<file path="src/rtl/core/pcle_pkg.sv">
// Package for the pilot LS channel estimator: widths, codes and the command
// beat that travels from the front to the back.
// No dependencies.
package pcle_pkg;

    localparam int SAMPLE_BITS     = 16;
    localparam int FRAC_BITS       = SAMPLE_BITS - 2;
    localparam int EST_BITS        = SAMPLE_BITS + 2;
    localparam int IDX_BITS        = 10;
    localparam int N_BITS          = 11;
    localparam int S_BITS          = 5;
    localparam int PH_BITS         = 4;
    localparam int MAX_SUBCARRIERS = 1024;
    localparam int MAX_SPACING     = 16;

    localparam int DVD_BITS  = 46;
    localparam int DVS_BITS  = 32;
    localparam int QUO_BITS  = 19;
    localparam int STEP_BITS = 6;

    localparam logic CFG_NUM_SC  = 1'b0;
    localparam logic CFG_SPACING = 1'b1;

    localparam logic KIND_HOLD  = 1'b0;
    localparam logic KIND_PILOT = 1'b1;

    typedef struct packed {
        logic                          kind;
        logic signed [SAMPLE_BITS-1:0] rx_re;
        logic signed [SAMPLE_BITS-1:0] rx_im;
        logic signed [SAMPLE_BITS-1:0] ref_re;
        logic signed [SAMPLE_BITS-1:0] ref_im;
        logic [IDX_BITS-1:0]           k;
        logic [S_BITS-1:0]             s;
        logic                          tail;
        logic                          last;
    } t_cmd;

endpackage

</file>
<file path="src/rtl/core/pcle_front.sv">
// Front part: configuration registers, frame position tracking and
// classification of each input beat into queue commands.
// Depends on pcle_pkg.
module pcle_front (
    input  logic                                i_clk,
    input  logic                                i_rst_n,
    input  logic                                i_cfg_we,
    input  logic                                i_cfg_idx,
    input  logic [pcle_pkg::N_BITS-1:0]         i_cfg_data,
    input  logic                                i_push,
    output logic                                o_full,
    input  logic signed [pcle_pkg::SAMPLE_BITS-1:0] i_rx_re,
    input  logic signed [pcle_pkg::SAMPLE_BITS-1:0] i_rx_im,
    input  logic signed [pcle_pkg::SAMPLE_BITS-1:0] i_ref_re,
    input  logic signed [pcle_pkg::SAMPLE_BITS-1:0] i_ref_im,
    input  logic                                i_q_full,
    output logic                                o_cmd_valid,
    output pcle_pkg::t_cmd                      o_cmd
);
    import pcle_pkg::*;

    logic [N_BITS-1:0]   r_n;
    logic [S_BITS-1:0]   r_s;
    logic [IDX_BITS-1:0] r_pos;
    logic [PH_BITS-1:0]  r_ph;
    logic                r_sync;
    logic [3:0]          r_scnt;
    logic [IDX_BITS-1:0] r_sk;
    logic [S_BITS-1:0]   r_srem;

    logic [N_BITS-1:0]   n_eff;
    logic [S_BITS-1:0]   s_eff;
    logic                wrap;
    logic [IDX_BITS-1:0] k;
    logic [PH_BITS-1:0]  ph;
    logic [IDX_BITS-1:0] base;
    logic                tail;
    logic                last;
    logic                accept;
    logic [N_BITS-1:0]   k1;
    logic [S_BITS-1:0]   ph1;
    logic [S_BITS:0]     strial;

    always_comb begin
        if (r_n == '0) begin
            n_eff = N_BITS'(1);
        end else if (r_n > N_BITS'(MAX_SUBCARRIERS)) begin
            n_eff = N_BITS'(MAX_SUBCARRIERS);
        end else begin
            n_eff = r_n;
        end
        if (r_s == '0) begin
            s_eff = S_BITS'(1);
        end else if (r_s > S_BITS'(MAX_SPACING)) begin
            s_eff = S_BITS'(MAX_SPACING);
        end else begin
            s_eff = r_s;
        end
    end

    assign wrap   = ({1'b0, r_pos} >= n_eff);
    assign k      = wrap ? '0 : r_pos;
    assign ph     = wrap ? '0 : r_ph;
    assign base   = k - IDX_BITS'(ph);
    assign tail   = ({2'b0, base} + {7'b0, s_eff}) >= {1'b0, n_eff};
    assign last   = ({1'b0, k} == (n_eff - 1'b1));
    assign o_full = r_sync || i_q_full;
    assign accept = i_push && !o_full;
    assign k1     = {1'b0, k} + 1'b1;
    assign ph1    = {1'b0, ph} + 1'b1;
    assign strial = {r_srem, r_sk[IDX_BITS-1]};

    assign o_cmd_valid = accept && ((ph == '0) || tail);

    always_comb begin
        o_cmd.kind   = (ph == '0) ? KIND_PILOT : KIND_HOLD;
        o_cmd.rx_re  = i_rx_re;
        o_cmd.rx_im  = i_rx_im;
        o_cmd.ref_re = i_ref_re;
        o_cmd.ref_im = i_ref_im;
        o_cmd.k      = k;
        o_cmd.s      = s_eff;
        o_cmd.tail   = tail;
        o_cmd.last   = last;
    end

    always_ff @(posedge i_clk) begin
        if (!i_rst_n) begin
            r_n    <= N_BITS'(64);
            r_s    <= S_BITS'(4);
            r_pos  <= '0;
            r_ph   <= '0;
            r_sync <= 1'b0;
            r_scnt <= '0;
        end else begin
            if (i_cfg_we) begin
                unique case (i_cfg_idx)
                    CFG_NUM_SC:  r_n <= i_cfg_data;
                    CFG_SPACING: r_s <= i_cfg_data[S_BITS-1:0];
                    default:     r_n <= r_n;
                endcase
            end
            // A new spacing puts the phase back in step with the position.
            if (i_cfg_we && (i_cfg_idx == CFG_SPACING)) begin
                r_sync <= 1'b1;
                r_scnt <= 4'd10;
            end else if (r_sync) begin
                if (r_scnt == 4'd1) begin
                    r_sync <= 1'b0;
                    r_ph   <= PH_BITS'((strial >= {1'b0, s_eff}) ?
                                       strial - {1'b0, s_eff} : strial);
                end
                r_scnt <= r_scnt - 1'b1;
            end else if (accept) begin
                if (k1 >= n_eff) begin
                    r_pos <= '0;
                    r_ph  <= '0;
                end else begin
                    r_pos <= k1[IDX_BITS-1:0];
                    r_ph  <= (ph1 == s_eff) ? '0 : ph1[PH_BITS-1:0];
                end
            end
        end
    end

    always_ff @(posedge i_clk) begin
        if (i_cfg_we && (i_cfg_idx == CFG_SPACING)) begin
            r_sk   <= r_pos;
            r_srem <= '0;
        end else if (r_sync) begin
            r_sk   <= {r_sk[IDX_BITS-2:0], 1'b0};
            r_srem <= S_BITS'((strial >= {1'b0, s_eff}) ? strial - {1'b0, s_eff} : strial);
        end
    end

endmodule

</file>
<file path="config.mk">
export PLATFORM = sky130hd
export DESIGN_NAME = pcle_front
export DESIGN_NICKNAME = d
export VERILOG_FILES = /design/src/rtl/core/pcle_pkg.sv /design/src/rtl/core/pcle_front.sv
export SDC_FILE = /design/constraint.sdc
export NUM_CORES = 1
export LEC_CHECK = 0
export CAP_MARGIN = 20
export CORE_UTILIZATION = 40
export CTS_CLUSTER_SIZE = 14
export DETAILED_ROUTE_END_ITERATION = 12
export DONT_BUFFER_PORTS = 1
export HOLD_SLACK_MARGIN = 0.03
export PLACE_DENSITY_LB_ADDON = 0.08
export SKIP_LAST_GASP = 1
export SYNTH_ARGS = -nofsm -noshare
export SYNTH_HDL_FRONTEND = slang
export SYNTH_SLANG_ARGS = --single-unit
</file>
<file path="constraint.sdc">
create_clock -name i_clk -period 10.22 [get_ports i_clk]
set_input_delay 3.066 -clock i_clk [delete_from_list [all_inputs] [get_ports i_clk]]
set_output_delay 3.066 -clock i_clk [all_outputs]
set_load 0.01 [all_outputs]
</file>
-- Yosys cells after proc, flatten, opt, wreduce, memory -nomap -nowiden
Index checks and enable logic that the tools add are counted.
Widths: inputs -> output; s select.
- memory bits (read-only): 0
- output and inout port bits: 84
- latch bits: 0
- word-level logic and storage cells: 67
- memory bits (writable): 0
- memories kept: 0
- register bits after elaboration: 50
- bitwise gates (word level): 4
- equal/unequal tests: 4
- reductions and logical operators: 16
- muxes and demuxes: 21
- shift-type cells: 0
- $add $sub $neg: 7
- order comparisons: 6
- div/mod/pow operators: 0
- $mul: 0
- operators with widths (cell ; number):
    $mux 10 ; 4
    $mux 4 ; 8
    $ge 11x11->1 ; 2
    $mux 11 ; 2
    $mux 5 ; 3
    $add 10x1->11 const B ; 1
    $add 10x5->11 ; 1
    $eq 10x11->1 ; 1
    $ge 10x11->1 ; 1
    $gt 11x11->1 const B ; 1
    $logic_not 11->1 ; 1
    $sub 11x1->11 const B ; 1
    $sub 10x4->10 ; 1
    $ge 6x5->1 ; 1
    $reduce_and 3->1 ; 2
    $add 4x1->5 const B ; 1
    $eq 5x5->1 ; 1
    $gt 5x5->1 const B ; 1
    $logic_not 5->1 ; 1
    $sub 5x5->5 ; 1
    $eq 4x1->1 const B ; 1
    $logic_not 4->1 ; 1
    $mux 1 ; 4
    $not 1->1 ; 4
    other kinds (8) ; 13

-- Longest topological paths before layout
- depth after elaboration: 11
- depth in mapped cells: 33

-- Worst setup path after synthesis
Ideal clock, no wire load.
- path type: register to output
- start: reg r_n[5]
- end: out o_cmd_valid
- path buffers: 4
- stages on the path, launching flop included: 34
- arrival time: 5.603 ns
- slack: 1.551 ns
- path through: dfxtp_1 buf_6 nor4_1 nand2b_1 nor2_1 o21ai_0 inv_1 ha_1 nor2b_1 o21ai_0 a31oi_1 nand2_1 buf_6 buf_6 clkbuf_1 nor2_1 ha_1 o21a_1 o31a_1 a21oi_1 ha_1 a21boi_0 o21a_1 o22ai_1 nor2_1 xnor2_1 ha_1 o21ai_0 nand2b_1 a21oi_1 nor2b_1 o41a_1 a311o_1 o21a_1
- RTL lines (item ; RTL line ; RTL):
    from (decl) ; pcle_front.sv:22 ; logic [N_BITS-1:0] r_n;
    from (signal assigned) ; pcle_front.sv:98 ; CFG_NUM_SC: r_n <= i_cfg_data;
    from (signal assigned) ; pcle_front.sv:100 ; default: r_n <= r_n;
    to (decl) ; pcle_front.sv:17 ; output logic o_cmd_valid,

-- Final worst setup path
- start: reg r_n[2]
- end: out o_cmd_valid
- longest elaborated chain between the ends: 10
- elaborated cells on any way between the ends: 13
- RTL lines (item ; RTL line ; RTL):
    $gt 11x11->1 ; pcle_front.sv:47 ; end else if (r_n > N_BITS'(MAX_SUBCARRIERS)) begin
    $mux 11 ; pcle_front.sv:47 ;
    $mux 11 (*) ; pcle_front.sv:45 ; if (r_n == '0) begin
    $ge 10x11->1 ; pcle_front.sv:61 ; assign wrap = ({1'b0, r_pos} >= n_eff);
    $mux 10 / $mux 4 (equally long branches) ; pcle_front.sv:62, pcle_front.sv:63 ;
    $sub 10x4->10 ; pcle_front.sv:64 ; assign base = k - IDX_BITS'(ph);
    $add 10x5->11 ; pcle_front.sv:65 ; assign tail = ({2'b0, base} + {7'b0, s_eff}) >= {1'b0, n_eff};
    $ge 11x11->1 ; pcle_front.sv:65 ;
    $logic_or 1x1->1 (*) ; pcle_front.sv:73 ; assign o_cmd_valid = accept && ((ph == '0) || tail);
    $logic_and 1x1->1 (*) ; pcle_front.sv:73 ;
Mark *: on every way between the ends. The rest lies on a longest branch, timed or not.

==> metrics.txt <==
status=finished clean; sequential share of the synthesized area=21.56%; initial drt markers=230; WP data required=7.15 ns; Hold Path Class=reg2reg; clk_skew=0.006146 ns; Setup-failing EPs final=0; Pre-antenna DRT Iters=4; Most used DFF post-synth=dfxtp_1; Max clock buf depth=2; final hold violation count=0; final max-slew violation count=0; Ys Warns=0; Pint=458.0 uW; mean number of vias per cell=5.585; Clock Pin Slew Worst Setup and Hold Paths=0.08 ns; sequential power share=33.2%; die height=115.0 microns; top fanout value on the critical path=8; RSZ-0062 raised after global routing=no; Worst-Margin Slew=0.7454 ns; synth unique cells=62; CP peak stage delay=0.50 ns; critical path class=reg2out; Post-DRT Antenna Nets=0; CP most frequent cell=o21ai_0; Worst-Skew Late Latency=0.30 ns; GRT Resource Usage Total=21.26%; Max Cap Viol=0; Final #Nets=724; peak supply drop=76.09 uV; FP Rows=40; ANT cells=0; io pins=165; first-pass GRT wire length=21640 microns; remaining global-route overflow=0; Routed wire per std cell=18.25 microns; Root Driver=clkbuf_16; Fin Setup TNS=0 ns; fraction of registers with async set/reset=0%; setup bufs post-CTS=0; hold_sp=r_s[3]; CTS buffer count=5; Worst Path Arrival=6.43 ns; CP Launch Type=flip-flop; core area=12210 sq um; Routed WL=13820 microns; RR Endpoint=r_pos[4]; HPWL Detailed=10710 microns; TritonCTS clock tree=yes; LEAKAGE=1.982 nW; post_cts resized=0; full die area=13220 sq um; port buffer count=0; top achievable clock speed=105.3 MHz; reg2reg setup slack=4.71 ns; Final min period=9.498 ns; end of the worst hold path=r_s[3]; cts hold-fix bufs=0; Logic pwr share=38.6%; Post-Synthesis Cells=669; vias in the first global route=3939; Setup crit end kind=output pin; pwr/cell area=146.4 nW/um^2; Post-synth EDFFs=10; CTS H-tree depth=2; area grow syn2layout=-3.725%; DR vias=4228; Synth top area share=15.68%; # fillers=1326; Yosys reg bits=50; Syn Std Cell Area=5106 sq um; Die Wd=115.0 microns; R2R depth=24; Worst Hold Depth=2; drc violations=0; Final period util=92.94%; dominant cell type by area after synthesis=dfxtp_1; Syn Nets=805; starting density of the core=41.81%; antenna violations before repair=0; clock share of power=28.2%; Slew headroom=50.24%; Fin Hold WS=0.4882 ns; fin util=40.26%; synth top area cells=dfxtp_1 (16%), ha_1 (13%), buf_4 (9.9%), nand2_1 (6.9%), edfxtp_1 (5.9%); Net Sw Frac=36.37%; NetSw=261.7 uW; worst r2r src=r_n[2]; Mean Syn Cell Area=7.633 sq um; clk sinks=50; gp weighted congestion=0.8823; share of layout cells above drive strength 1=4.924%; Crit-path slowest cell=nor3_1; largest net degree at the start of global routing=35
layout make-up:
class,instances,area (sq um),share of cell area [%]
clock buffer,5,125.1,2.545
clock inverter,3,48.80,0.9926
inverter,32,120.1,2.443
multi-input combinational,489,3236,65.82
sequential,50,1101,22.40
tap,168,210.2,4.276
timing repair buffer,10,75.07,1.527
metrics by stage:
step           total power [mW]  instance area, sq um  setup WS (ns)  cells
6_report                 0.7197                  4916         0.7219    757
5_1_grt                  0.7751                  4916         0.1324    757
4_1_cts                  0.7260                  4916         0.7402    757
3_5_place_dp             0.5212                  4742          1.084    749
3_3_place_gp             0.5179                  4735          1.135    748
2_1_floorplan            0.4843                  5106          1.551    669
worst max-delay path: cells and delay by family (launching register included):
family | cells | cell delay (ns)
adder cells (fa/ha/maj) | 5 | 1.40
AO/OA/AOI/OAI | 13 | 2.28
buffers and inverters | 5 | 0.55
AND/OR/NAND/NOR | 8 | 1.21
flip-flops | 1 | 0.38
XOR/XNOR | 2 | 0.29
how the worst max path moves through the flow:
| stage | from | to | cells past startpoint |
|---|---|---|---|
| 2_1_floorplan | r_n[5] | o_cmd_valid | 33 |
| 3_3_place_gp | r_n[2] | o_cmd_valid | 33 |
| 3_5_place_dp | r_n[2] | o_cmd_valid | 32 |
| 4_1_cts | r_n[2] | o_cmd_valid | 32 |
| 5_1_grt | r_n[2] | o_cmd_valid | 33 |
| 6_report | r_n[2] | o_cmd_valid | 33 |
registers in the layout, indices dropped and copies added (netlist names):
signal	count
r_n	11
r_pos	10
r_sk	10
r_s	5
r_srem	5
r_ph	4
r_scnt	4
r_sync	1
synthesized netlist by cell type, types with 3 or more instances:
library cell	count
nand2_1	94
buf_4	67
ha_1	52
nor2_1	52
dfxtp_1	40
a21oi_1	34
inv_1	32
xnor2_1	27
clkbuf_1	26
o21ai_0	24
a21boi_0	19
nand3_1	19
nand2b_1	14
nor2b_1	14
a31oi_1	13
a21o_1	11
nor4_1	11
edfxtp_1	10
nor3_1	10
and3_1	8
xor2_1	8
a211oi_1	6
o21a_1	6
buf_6	4
nand4_1	4
nor4b_1	4
o211ai_1	4
or2_2	4
fa_1	3
mux2_2	3
mux2i_1	3
o31ai_1	3
o32ai_1	3
power by group through the flow:
| stage | Clock (mW) | Combinational, mW | Sequential (mW) |
|---|---|---|---|
| 4_1_cts | 0.208 | 0.280 | 0.239 |
| 3_3_place_gp | 0 | 0.275 | 0.243 |
| 6_report | 0.203 | 0.278 | 0.239 |
| 5_1_grt | 0.217 | 0.317 | 0.242 |
| 2_1_floorplan | 0 | 0.250 | 0.234 |
| 3_5_place_dp | 0 | 0.278 | 0.243 |
layer usage:
layer	track usage, %	share of wire [%]	up-vias
met1	28.92	48	1966
met4	6.753	2.3	0
met5	0	0	-
met3	4.692	6.5	37
met2	33.37	43	122
li1	-	-	2103
logic make-up (layout without fill, tap and decap cells):
group | Yosys count | after routing | synth area share (%)
AO/OA/AOI/OAI | 144 | 144 | 18.70
XOR/XNOR | 35 | 35 | 6.004
adder cells (fa/ha/maj) | 55 | 55 | 13.92
buffers and inverters | 130 | 50 | 15.07
flip-flops | 50 | 50 | 21.56
multiplexers | 6 | 6 | 1.250
AND/OR/NAND/NOR | 249 | 249 | 23.50
layout by cell type (no fill, tap or decap), drive strengths merged, types with 8 or more instances in the layout:
cell and instances:
nand2 94, nor2 52, ha 52, dfxtp 40, a21oi 35, inv 33
xnor2 27, o21ai 26, a21boi 19, nand3 19, nor2b 14, nand2b 14
a31oi 13, a21o 11, nor4 11, nor3 10, buf 10, edfxtp 10
and3 8, xor2 8
(Power assumes the default switching activity.)
