==> config.mk <==
export PLATFORM = sky130hd
export DESIGN_NAME = pcle_fifo
export DESIGN_NICKNAME = d
export VERILOG_FILES = /design/src/rtl/core/pcle_pkg.sv /design/src/rtl/core/pcle_fifo.sv
export SDC_FILE = /design/constraint.sdc
export NUM_CORES = 1
export LEC_CHECK = 0
export BUFFER_PORTS_ARGS = -buffer_cell sky130_fd_sc_hd__buf_2
export CORE_MARGIN = 2
export CORE_UTILIZATION = 40
export DETAILED_ROUTE_END_ITERATION = 10
export PLACE_DENSITY = 0.7
export SLEW_MARGIN = 20
export SYNTH_ARGS = -nofsm -noshare
export SYNTH_HDL_FRONTEND = slang
export SYNTH_SLANG_ARGS = --single-unit
==> constraint.sdc <==
create_clock -name i_clk -period 3.4 [get_ports i_clk]
set_input_delay 0.68 -clock i_clk [delete_from_list [all_inputs] [get_ports i_clk]]
set_output_delay 0.68 -clock i_clk [all_outputs]
set_load 0.01 [all_outputs]
==> src/rtl/core/pcle_pkg.sv <==
// Package for the pilot LS channel estimator: widths, codes and the command
// beat that travels from the front to the back.
// No dependencies.
package pcle_pkg;

    localparam int SAMPLE_BITS     = 16;
    localparam int FRAC_BITS       = SAMPLE_BITS - 2;
    localparam int EST_BITS        = SAMPLE_BITS + 2;
    localparam int IDX_BITS        = 10;
    localparam int N_BITS          = 11;
    localparam int S_BITS          = 5;
    localparam int PH_BITS         = 4;
    localparam int MAX_SUBCARRIERS = 1024;
    localparam int MAX_SPACING     = 16;

    localparam int DVD_BITS  = 46;
    localparam int DVS_BITS  = 32;
    localparam int QUO_BITS  = 19;
    localparam int STEP_BITS = 6;

    localparam logic CFG_NUM_SC  = 1'b0;
    localparam logic CFG_SPACING = 1'b1;

    localparam logic KIND_HOLD  = 1'b0;
    localparam logic KIND_PILOT = 1'b1;

    typedef struct packed {
        logic                          kind;
        logic signed [SAMPLE_BITS-1:0] rx_re;
        logic signed [SAMPLE_BITS-1:0] rx_im;
        logic signed [SAMPLE_BITS-1:0] ref_re;
        logic signed [SAMPLE_BITS-1:0] ref_im;
        logic [IDX_BITS-1:0]           k;
        logic [S_BITS-1:0]             s;
        logic                          tail;
        logic                          last;
    } t_cmd;

endpackage

==> src/rtl/core/pcle_fifo.sv <==
// Four-entry command queue between the front and the back.
// Depends on pcle_pkg.
module pcle_fifo (
    input  logic           i_clk,
    input  logic           i_rst_n,
    input  logic           i_wr,
    input  pcle_pkg::t_cmd i_data,
    output logic           o_full,
    input  logic           i_rd,
    output pcle_pkg::t_cmd o_data,
    output logic           o_empty
);
    import pcle_pkg::*;

    t_cmd       r_mem [4];
    logic [1:0] r_wp;
    logic [1:0] r_rp;
    logic [2:0] r_cnt;
    logic       wr_ok;
    logic       rd_ok;

    assign o_full  = (r_cnt == 3'd4);
    assign o_empty = (r_cnt == 3'd0);
    assign wr_ok   = i_wr && !o_full;
    assign rd_ok   = i_rd && !o_empty;
    assign o_data  = r_mem[r_rp];

    always_ff @(posedge i_clk) begin
        if (!i_rst_n) begin
            r_wp  <= '0;
            r_rp  <= '0;
            r_cnt <= '0;
        end else begin
            if (wr_ok) begin
                r_wp <= r_wp + 1'b1;
            end
            if (rd_ok) begin
                r_rp <= r_rp + 1'b1;
            end
            r_cnt <= r_cnt + {2'b0, wr_ok} - {2'b0, rd_ok};
        end
    end

    always_ff @(posedge i_clk) begin
        if (wr_ok) begin
            r_mem[r_wp] <= i_data;
        end
    end

endmodule

* Yosys cells after proc, flatten, opt, wreduce, memory -nomap -nowiden
Memory sizes are Yosys's and may differ from the RTL's. A register that Yosys moved wholly into a read port is not among the register bits.
Index checks and enable logic that the tools add are counted.
** Storage, ports and cells
- Register bits :: 7
- Memory bits (writable) :: 328
- Input bits :: 86
- Memories :: 1
** Memories
- r_mem :: words 4, width 82, rd ports 1, clocked after memory_dff 1, write ports 1, line pcle_fifo.sv:15 : t_cmd r_mem [4];
** Cells by class
- Add/subtract/negate cells :: 4
- Equal/unequal tests :: 1
- Muxes and demuxes :: 4
- Reduce and logical (&&, ||, !) cells :: 5
** Operators with widths (count)
- 2-bit by 1-bit adder with 2-bit output, second input constant :: 2
- 2-bit 2-to-1 mux :: 2
- 3-bit by 1-bit adder with 3-bit output :: 1
- 3-bit equality test, second input constant :: 1
- 3-bit logical NOT :: 1
- 3-bit by 1-bit subtractor with 3-bit output :: 1
- 1-bit logical AND :: 2
- 1-bit logical NOT :: 2
- 1-bit 2-to-1 mux :: 2

* Logic depth before layout (Yosys ltp)
Gate-level depths: netlist (run 1).
- Word-level depth :: 5
- Mapped depth :: 11
- Depth with buffers taken out :: 10

* Worst setup path before layout (run 1)
No wires, ideal clock.
- Kind :: input to register
- From :: input i_wr
- To :: memory r_mem[0][0] in the netlist's numbering (enable)
- Library setup time :: 450 ps
- Data arrival time :: 2875 ps
- Data required time :: 2950 ps
- Setup slack :: 76 ps
- Stages on the path :: 3
- Path buffers :: 1
- Cell sequence :: nor2b_1 buf_2 and2_1
** Between the ends
- Word-level cells in the longest chain between the ends :: 3
** RTL lines
- from (decl) :: line pcle_fifo.sv:6 : input logic i_wr,
- 1-bit logical AND :: line pcle_fifo.sv:24 : assign wr_ok = i_wr && !o_full;
- 1-bit 2-to-1 mux :: line pcle_fifo.sv:45 : if (wr_ok) begin
- 1-bit 2-to-1 mux (not written as such) :: line pcle_fifo.sv:46 : r_mem[r_wp] <= i_data;
- to (decl) :: line pcle_fifo.sv:15
No other way between the ends.

==> results.json, run 1 <==
{
  "status": "finished clean",
  "antenna_found_initial": 4,
  "path_buf_inv": 2,
  "use_met1_pct": 17.47,
  "drt-total-wl_um": 22600,
  "hp-class": "in2reg",
  "path_max_fanout": 49,
  "finalCriticalPeriod_ns": 2.684,
  "routed_via_density": 5.023,
  "post_route_cells_drive_above_1_share_pct": 45.17,
  "setup_tns_ns": 0,
  "p_leak_nw": 4.979,
  "drv_cap": 0,
  "setup_viol": 0,
  "reg2reg_from": "r_cnt[1]",
  "synthesis.area_um2": 12400,
  "synth.distinct_cells": 21,
  "fp.dieH_um": 180.1,
  "relSlewSlack_pct": 59.70,
  "path_class": "reg2out",
  "core_area_um2": 30590,
  "drv_slew": 0,
  "via_count": 5550,
  "busiest_layer": "met2",
  "cpPeakStageDelay_ns": 0.58,
  "worst_slew_pin_slew_ns": 0.6045,
  "path_clk_slew_ns": 0.06,
  "met2_usage_pct": 23.94,
  "critPathSlowestCell": "mux4_2",
  "ys_seq_area_share_pct": 80.90,
  "grt_overflow": 0,
  "reg2reg_depth": 9,
  "finalPower_mw": 11.19,
  "drcViolationCount": 0,
  "min_delay_path_depth": 1,
  "grt_max_degree": 83,
  "nNetsFinal": 774,
  "portBuffers": 169,
  "skew_ns": 0.01303,
  "finalHoldViolCount": 0,
  "clockBufferDepth": 3,
  "cts_buffers": 36,
  "syn_inst": 479,
  "cts.sinks": 337,
  "r2r_setup_slack_ns": 1.17,
  "fp.dieArea_um2": 32420,
  "drtIter0Drc": 440,
  "period_share_pct": 78.95,
  "rsz0062_at_grt": "false",
  "hold_start": "i_data[54]",
  "cts-root-buf": "clkbuf_16",
  "ys_ff_latch": 337,
  "post_cts_buffers": 0,
  "path_delay_family": "multiplexers",
  "fin_area_um2": 14910,
  "dp_hpwl_um": 13640,
  "grt_pass1_wl_um": 35070,
  "clk-insertion-delay-late_ns": 0.50,
  "rows": 64,
  "first_pass_iters": 4,
  "max-vdd-ir-drop_mv": 0.4337,
  "dp_slack_ns": 0.8964,
  "syn2layout_area_growth_pct": 20.28,
  "crit_path_start_kind": "register",
  "crit_chain": "buf_12 -> mux4_2 -> buf_2",
  "holdBufCountCts": 0,
  "use_met3_pct": 4.386,
  "yosys_warnings": 0,
  "crit_cells": 3,
  "syn_area_per_cell_um2": 25.88,
  "gp_congestion": 0.6993,
  "synth_nets": 572,
  "start_util_pct": 40.53,
  "fillerInstances": 2490,
  "grt_usage_pct": 14.04,
  "fmax_ghz": 0.3726,
  "ctsResizeCount": 0,
  "hold_end": "r_mem[3][54]",
  "postPlaceCellArea_um2": 13740,
  "end_kind": "primary output",
  "cts_tree": "built",
  "fin_ws_ns": 0.7159,
  "grt_pass1_vias": 6221,
  "io_pins": 170,
  "r2r-end": "r_cnt[2]",
  "htreeDepth": 2,
  "wire_per_inst_um": 20.45,
  "postRouteAntennaNets": 0,
  "powerDensity_nw_per_um2": 750.3,
  "crit_arrival_ns": 2.00,
  "critPathRequiredTime_ns": 2.72,
  "die_w_um": 180.1
}
## cells in the final DEF, fill, tap and decap left out, types with 3 or more instances in the layout
cell / count
clkbuf_16: 37
bufinv_16: 5
and2_4: 4
buf_2: 169
mux4_2: 82
ha_1: 6
and2_1: 3
clkbuf_1: 7
dfxtp_1: 7
edfxtp_1: 328
clkinv_1: 10
inv_1: 6
nand2_1: 6
diode_2: 5
buf_12: 8
buf_4: 7
o21ai_0: 3
## synth_stat cells
cell type	count	share of area (%)
a21boi_0	1	0.061
nor3_2	1	0.081
o21ai_0	3	0.12
mux4_2	82	15
dfxtp_1	9	1.5
inv_1	6	0.18
or3_1	1	0.050
or4bb_1	1	0.091
buf_12	8	1.3
edfxtp_1	328	79
and2_1	7	0.35
nor3b_2	1	0.10
mux2i_1	2	0.16
nor2b_1	2	0.10
clkbuf_1	1	0.030
ha_1	6	0.61
xnor2_1	2	0.14
nand2_1	6	0.18
fa_1	1	0.16
buf_6	1	0.091
buf_2	10	0.40
## layout make-up
type	instances	area [um2]	share of cell area, %
tap	396	495.5	3.322
inverter	6	22.52	0.1510
multi-input combinational	116	2131	14.29
clock buffer	44	952.2	6.385
sequential	337	10040	67.30
timing repair buffer	184	1059	7.098
antenna	5	12.51	0.08390
clock inverter	17	203.9	1.368
## worst max-delay path by stage
stage	slack, ns	startpoint	end
6_report	0.72	register	o_data[35]
3_5_place_dp	0.90	i_wr	r_cnt[2]
5_1_grt	0.59	register	o_data[33]
4_1_cts	0.65	register	o_data[35]
3_3_place_gp	0.91	i_wr	r_cnt[2]
2_1_floorplan	0.08	i_wr	r_mem[0][0]
## layer usage
layer | share of wire, % | routed length, um
met5 | 0 | 0
met4 | 1.8 | 396
met1 | 41 | 9194
met2 | 50 | 11370
met3 | 7.2 | 1632
## power by group
group          internal (mW)  switching [mW]  total [mW]
clock network           2.36            1.45        3.81
registers               5.04           0.105        5.14
logic                   1.07            1.17        2.24
## worst reg2reg max path: cells and delay by family, from the launching register on
family	cells	cell delay (ns)
adders and majority gates	3	0.87
and+or+nand+nor	3	0.61
DFF	1	0.34
xor gates and xnor gates	2	0.27
buffers and inverters	1	0.04
## sequential cells by signal, indices dropped and copies added (netlist names), named ones only
signal,cells
r_cnt,3
r_rp,2
r_mem,328
r_wp,2
## metrics by stage
step	utilization (%)	hold slack, ns	cells
final	48.75	0.3930	1105
after global routing	48.72	0.3718	1101
after CTS	48.71	0.3691	1100
after detailed placement	44.93	0.4878	1039
after global placement	44.93	0.4796	1039
after floorplan	-	0.4609	479
## logic make-up after synthesis
group / after synthesis / share of synthesized area [%]
DFF: 337 / 80.90
buffers and inverters: 26 / 1.998
AOI/OAI and AO/OA: 4 / 0.1816
muxes: 84 / 15.06
and+or+nand+nor: 19 / 0.9587
xor gates and xnor gates: 2 / 0.1413
adders and majority gates: 7 / 0.7670
Note: power is estimated with default switching activity, not from simulation.
==> run 2, diff against run 1 <==
--- a/config.mk
+++ b/config.mk
@@ -9,7 +9,7 @@
 export CORE_MARGIN = 2
 export CORE_UTILIZATION = 40
 export DETAILED_ROUTE_END_ITERATION = 10
-export PLACE_DENSITY = 0.7
+export PLACE_DENSITY = 0.68
 export SLEW_MARGIN = 20
 export SYNTH_ARGS = -nofsm -noshare
 export SYNTH_HDL_FRONTEND = slang
==> constraint.sdc (replaced) <==
create_clock -name i_clk -period 2.63 [get_ports i_clk]
set_input_delay 0.526 -clock i_clk [delete_from_list [all_inputs] [get_ports i_clk]]
set_output_delay 0.526 -clock i_clk [all_outputs]
set_load 0.01 [all_outputs]
==> run 2 against run 1 <==
Effect of this change: critical path depth grew 1; highest routed layer is now met5; total power rose by 30%; clock skew increased by 0.0028 ns; largest cell class unchanged; final area is 0.97% higher; worst setup slack worse by 0.57 ns; sequential power rose by 30%; flip-flop and latch count did not move; register-to-register slack lost 0.83 ns; count of clock-buffer cells in the layout is 2 higher; utilization up 0.47 points.
==> results.json, run 2 (synthesized netlist as in run 1, its figures left out) <==
{
  "finalHoldViolCount": 0,
  "fin_area_um2": 15060,
  "core_area_um2": 30590,
  "htreeDepth": 2,
  "clockBufferDepth": 3,
  "layout_common_cells": "328 x edfxtp_1, 169 x buf_2, 82 x mux4_2, 37 x clkbuf_16",
  "relSlewSlack_pct": 68.54,
  "grt_overflow": 0,
  "portBuffers": 169,
  "setup_viol": 0,
  "routed_via_density": 5.057,
  "final_common_cell": "edfxtp_1",
  "fmax_ghz": 0.4023,
  "start_util_pct": 40.53,
  "reg2reg_from": "r_cnt[2]",
  "path_max_fanout": 11,
  "grt_pass1_vias": 6401,
  "max-vdd-ir-drop_mv": 0.7308,
  "hp-class": "in2reg",
  "end_kind": "primary output",
  "cts.sinks": 337,
  "final_util_pct": 49.23,
  "rsz0062_at_grt": "false",
  "period_share_pct": 94.52,
  "antenna_found_initial": 2,
  "cpPeakStageDelay_ns": 0.52,
  "hold_end": "r_mem[2][20]",
  "largest_registers": "r_mem: 328 flops, r_cnt: 3 flops",
  "crit_chain": "buf_12 -> buf_4 -> mux4_2 -> buf_2",
  "gp_congestion": 0.7141,
  "die_w_um": 180.1,
  "nNetsFinal": 784,
  "critPathSlowestCell": "mux4_2",
  "finalCriticalPeriod_ns": 2.486,
  "syn2layout_area_growth_pct": 21.46,
  "crit_arrival_ns": 1.96,
  "drtIter0Drc": 308,
  "fp.dieH_um": 180.1,
  "r2r-end": "r_cnt[2]",
  "crit_path_start_kind": "register",
  "post_route_cells_drive_above_1_share_pct": 46.36,
  "clk-insertion-delay-late_ns": 0.50,
  "reg2reg_depth": 10,
  "via_count": 5623,
  "r2r_setup_slack_ns": 0.34,
  "dp_slack_ns": 0.2944,
  "fin_ws_ns": 0.1442,
  "path_clk_slew_ns": 0.06,
  "hold_start": "i_data[20]",
  "largest_register_ffs": 328,
  "drv_cap": 0,
  "largest-register": "r_mem",
  "cts_tree": "built",
  "setup_tns_ns": 0,
  "cts-root-buf": "clkbuf_16",
  "fillerInstances": 2465,
  "drcViolationCount": 0,
  "worst_slew_pin_slew_ns": 0.4719,
  "fp.dieArea_um2": 32420,
  "io_pins": 170,
  "status": "finished clean",
  "skew_ns": 0.01583,
  "drv_slew": 0,
  "min_delay_path_depth": 1,
  "cts_buffers": 35,
  "drt-total-wl_um": 23510,
  "first_pass_iters": 4,
  "critPathRequiredTime_ns": 2.10,
  "p_leak_nw": 5.064,
  "path_class": "reg2out",
  "grt_usage_pct": 14.55,
  "postPlaceCellArea_um2": 13870,
  "dp_hpwl_um": 14830,
  "grt_pass1_wl_um": 36480,
  "postRouteAntennaNets": 0,
  "multiInputGateArea_um2": 2131,
  "finalPower_mw": 14.58,
  "wire_per_inst_um": 21.14,
  "powerDensity_nw_per_um2": 968.4,
  "final-seq-area_um2": 10040,
  "grt_max_degree": 36,
  "rows": 64
}
[run 2: changes by cell type in the layout (fill, tap and decap cells not counted), sizes merged]
cell / delta
clkinv: -2
diode: -3
bufbuf: +1
buf: +10
inv: +1
clkbuf: +2
clkinvlp: -1
bufinv: -1
[run 2: worst max path at each step]
stage / to / slack, ns / cells past startpoint / from
2_1_floorplan: r_mem[0][0] / 0.36 / 3 / i_wr
3_3_place_gp: r_cnt[2] / 0.39 / 10 / i_wr
3_5_place_dp: r_cnt[2] / 0.29 / 10 / i_wr
4_1_cts: o_data[58] / 0.08 / 4 / register
5_1_grt: o_data[8] / 0.05 / 4 / register
6_report: o_data[8] / 0.14 / 4 / register
[run 2: power breakdown]
| group | switching [mW] | total [mW] | internal [mW] |
|---|---|---|---|
| Clock | 1.88 | 4.84 | 2.96 |
| Combinational | 1.53 | 3.06 | 1.53 |
| Sequential | 0.174 | 6.69 | 6.51 |
[run 2: worst max-delay path, delay by kind of cell (launching register included)]
| kind | cells | cell delay [ns] |
|---|---|---|
| buf+inv | 3 | 0.52 |
| mux | 1 | 0.52 |
| flops | 1 | 0.41 |
[run 2: layout make-up]
class / count / area share [%]
Sequential cell: 337 / 66.66
Multi-Input combinational cell: 116 / 14.15
Timing Repair Buffer: 195 / 8.209
Clock buffer: 46 / 6.373
Tap cell: 396 / 3.290
Clock inverter: 14 / 1.138
Inverter: 6 / 0.1496
Antenna cell: 2 / 0.03324
[run 2: stage by stage]
step | instances | hold WS (ns)
detailed placement | 1048 | 0.4928
global route | 1111 | 0.2136
CTS | 1110 | 0.2070
floorplan | 479 | 0.4609
global placement | 1048 | 0.4726
finish | 1112 | 0.2397
[run 2: per-layer routing]
layer	track usage (%)	part of all wire, %	vias up	wire length [um]
met4	4.065	2.0	2	475
li1	-	-	2477	-
met3	3.375	5.4	42	1276
met2	25.24	51	161	12080
met1	18.47	41	2941	9677
met5	0	0.030	-	7
[run 2: timing repair]
action                                  in CTS  in global routing
hold buffers                                 0                  0
setup buffers                                1                  0
endpoints found under the setup margin       9                  0
resized for setup                            1                  0
==> run 3, diff against run 2 <==
--- a/config.mk
+++ b/config.mk
@@ -9,7 +9,8 @@
 export CORE_MARGIN = 2
 export CORE_UTILIZATION = 40
 export DETAILED_ROUTE_END_ITERATION = 10
-export PLACE_DENSITY = 0.68
+export PLACE_DENSITY = 0.7
+export RECOVER_POWER = 50
 export SLEW_MARGIN = 20
 export SYNTH_ARGS = -nofsm -noshare
 export SYNTH_HDL_FRONTEND = slang
==> constraint.sdc (replaced) <==
create_clock -name i_clk -period 2.2 [get_ports i_clk]
set_input_delay 0.44 -clock i_clk [delete_from_list [all_inputs] [get_ports i_clk]]
set_output_delay 0.44 -clock i_clk [all_outputs]
set_load 0.01 [all_outputs]
==> run 3 against run 2 <==
Effect of this change: total power is 26% higher; clock skew hardly changed; final cell count is 1.8% higher; the flow now finishes with violations (negative setup slack); die area stayed put; combinational power is 53% higher; count of clock-buffer cells in the layout is 2 lower; worst setup slack worse by 0.32 ns.
==> results.json, run 3 (synthesized netlist as in run 1, its figures left out) <==
{
  "antenna_found_initial": 3,
  "portBuffers": 169,
  "largest-register": "r_mem",
  "wl_met1_um": 10410,
  "drv_cap": 0,
  "htreeDepth": 2,
  "drcViolationCount": 0,
  "rsz0062_at_grt": "true",
  "crit_cells": 5,
  "largest_register_ffs": 328,
  "via_count": 5742,
  "fin_area_um2": 15540,
  "wl_met2_um": 12220,
  "rows": 64,
  "violations": "negative setup slack",
  "routed_via_density": 5.072,
  "cts_tree": "built",
  "skew_ns": 0.01631,
  "finalHoldViolCount": 0,
  "p_leak_nw": 5.058,
  "top_layer": "met5",
  "r2r_setup_slack_ns": 0.11,
  "crit_path_start_kind": "register",
  "postPlaceCellArea_um2": 13810,
  "r2r-end": "r_mem[1][32]",
  "drtIter0Drc": 410,
  "dp_hpwl_um": 13350,
  "max-vdd-ir-drop_mv": 0.8127,
  "nNetsFinal": 802,
  "reg2reg_from": "r_cnt[2]",
  "crit_path_end": "o_data[11]",
  "crit_arrival_ns": 1.93,
  "syn2layout_area_growth_pct": 25.34,
  "start_util_pct": 40.53,
  "cts_buffers": 35,
  "layoutNonFillerInstCount": 1132,
  "met3_length_um": 1499,
  "grt_max_degree": 43,
  "fp.dieH_um": 180.1,
  "relSlewSlack_pct": 80.22,
  "drv_slew": 0,
  "hp-class": "in2reg",
  "path_clk_slew_ns": 0.07,
  "finalPower_mw": 18.39,
  "core_area_um2": 30590,
  "final_common_cell": "edfxtp_1",
  "post_route_cells_drive_above_1_share_pct": 36.87,
  "clk-insertion-delay-late_ns": 0.50,
  "fmax_ghz": 0.4216,
  "crit_chain": "buf_6 -> buf_12 -> buf_16 -> mux4_2 -> buf_6",
  "cpPeakStageDelay_ns": 0.52,
  "largest_registers": "r_mem: 328 flops, r_cnt: 3 flops",
  "grt_usage_pct": 15.33,
  "end_kind": "primary output",
  "cp_common_cell": "buf_6",
  "path_max_fanout": 8,
  "postRouteAntennaNets": 0,
  "dp_cells": 1041,
  "reg2reg_depth": 9,
  "status": "finished with violations",
  "grt_pass1_vias": 6339,
  "critPathSlowestCell": "mux4_2",
  "wire_per_inst_um": 21.83,
  "drt-total-wl_um": 24710,
  "grt_pass1_wl_um": 37840,
  "layout_common_cells": "328 x edfxtp_1, 90 x clkbuf_1, 82 x mux4_2, 53 x buf_2, 39 x buf_6",
  "cts.sinks": 337,
  "fin_ws_ns": -0.1721,
  "period_share_pct": 107.8,
  "path_buf_inv": 4,
  "grt_overflow": 0,
  "path_delay_family": "buffers and inverters",
  "gp_congestion": 0.6705,
  "worst_slew_pin_slew_ns": 0.2966,
  "setup_viol": 81,
  "cts-root-buf": "clkbuf_16",
  "first_pass_iters": 7,
  "critPathRequiredTime_ns": 1.76,
  "fp.dieArea_um2": 32420,
  "finalCriticalPeriod_ns": 2.372,
  "die_w_um": 180.1,
  "io_pins": 170,
  "powerDensity_nw_per_um2": 1183,
  "path_class": "reg2out",
  "clockBufferDepth": 3
}
==> run 3: timing repair <==
action,4_1_cts,5_1_grt
cloned,10,1
setup endpoints to repair,83,301
pin swaps,0,5
hold buffers,0,0
buffers inserted,15,5
gates resized for setup,47,24
==> run 3: how the worst min path moves through the flow <==
| stage | startpoint | to | cells past startpoint |
|---|---|---|---|
| floorplan | r_rp[0] | register | 2 |
| global placement | r_wp[1] | r_wp[1] | 2 |
| detailed placement | r_rp[0] | register | 2 |
| CTS | i_data[48] | r_mem[1][48] | 1 |
| global route | i_data[48] | r_mem[1][48] | 1 |
| finish | i_data[71] | r_mem[1][71] | 1 |
==> run 3: where the power goes <==
| group | internal [mW] | total [mW] | switching (mW) |
|---|---|---|---|
| sequential | 7.78 | 7.95 | 0.165 |
| clock | 3.44 | 5.76 | 2.33 |
| combinational | 2.53 | 4.67 | 2.14 |
==> run 3: final cells by class <==
type / count / area, um2
diodes: 1 / 2.502
clock buffers: 44 / 952.2
clock inverters: 19 / 180.2
fillers: 2481 / 15050
inverters: 6 / 22.52
multi-input cells: 116 / 2136
flip-flops and latches: 337 / 10040
well taps: 396 / 495.5
repair buffers: 213 / 1709
==> run 3: stage by stage <==
step	hold WS [ns]	setup slack [ns]	util (%)	setup TNS, ns
after detailed placement	0.4908	-0.04050	45.14	-0.04050
after global routing	0.1958	-0.2462	50.79	-16.88
after global placement	0.4866	0.04487	45.14	0
after floorplan	0.4609	-0.02917	-	-9.568
after CTS	0.1252	-0.2089	50.81	-14.90
final	0.1925	-0.1721	50.80	-10.80
==> run 3: routing by layer <==
| metal | vias to the layer above | global-route usage, % |
|---|---|---|
| li1 | 2522 | - |
| met1 | 3001 | 20.58 |
| met2 | 169 | 24.89 |
| met3 | 46 | 4.103 |
| met4 | 4 | 4.419 |
| met5 | - | 0 |
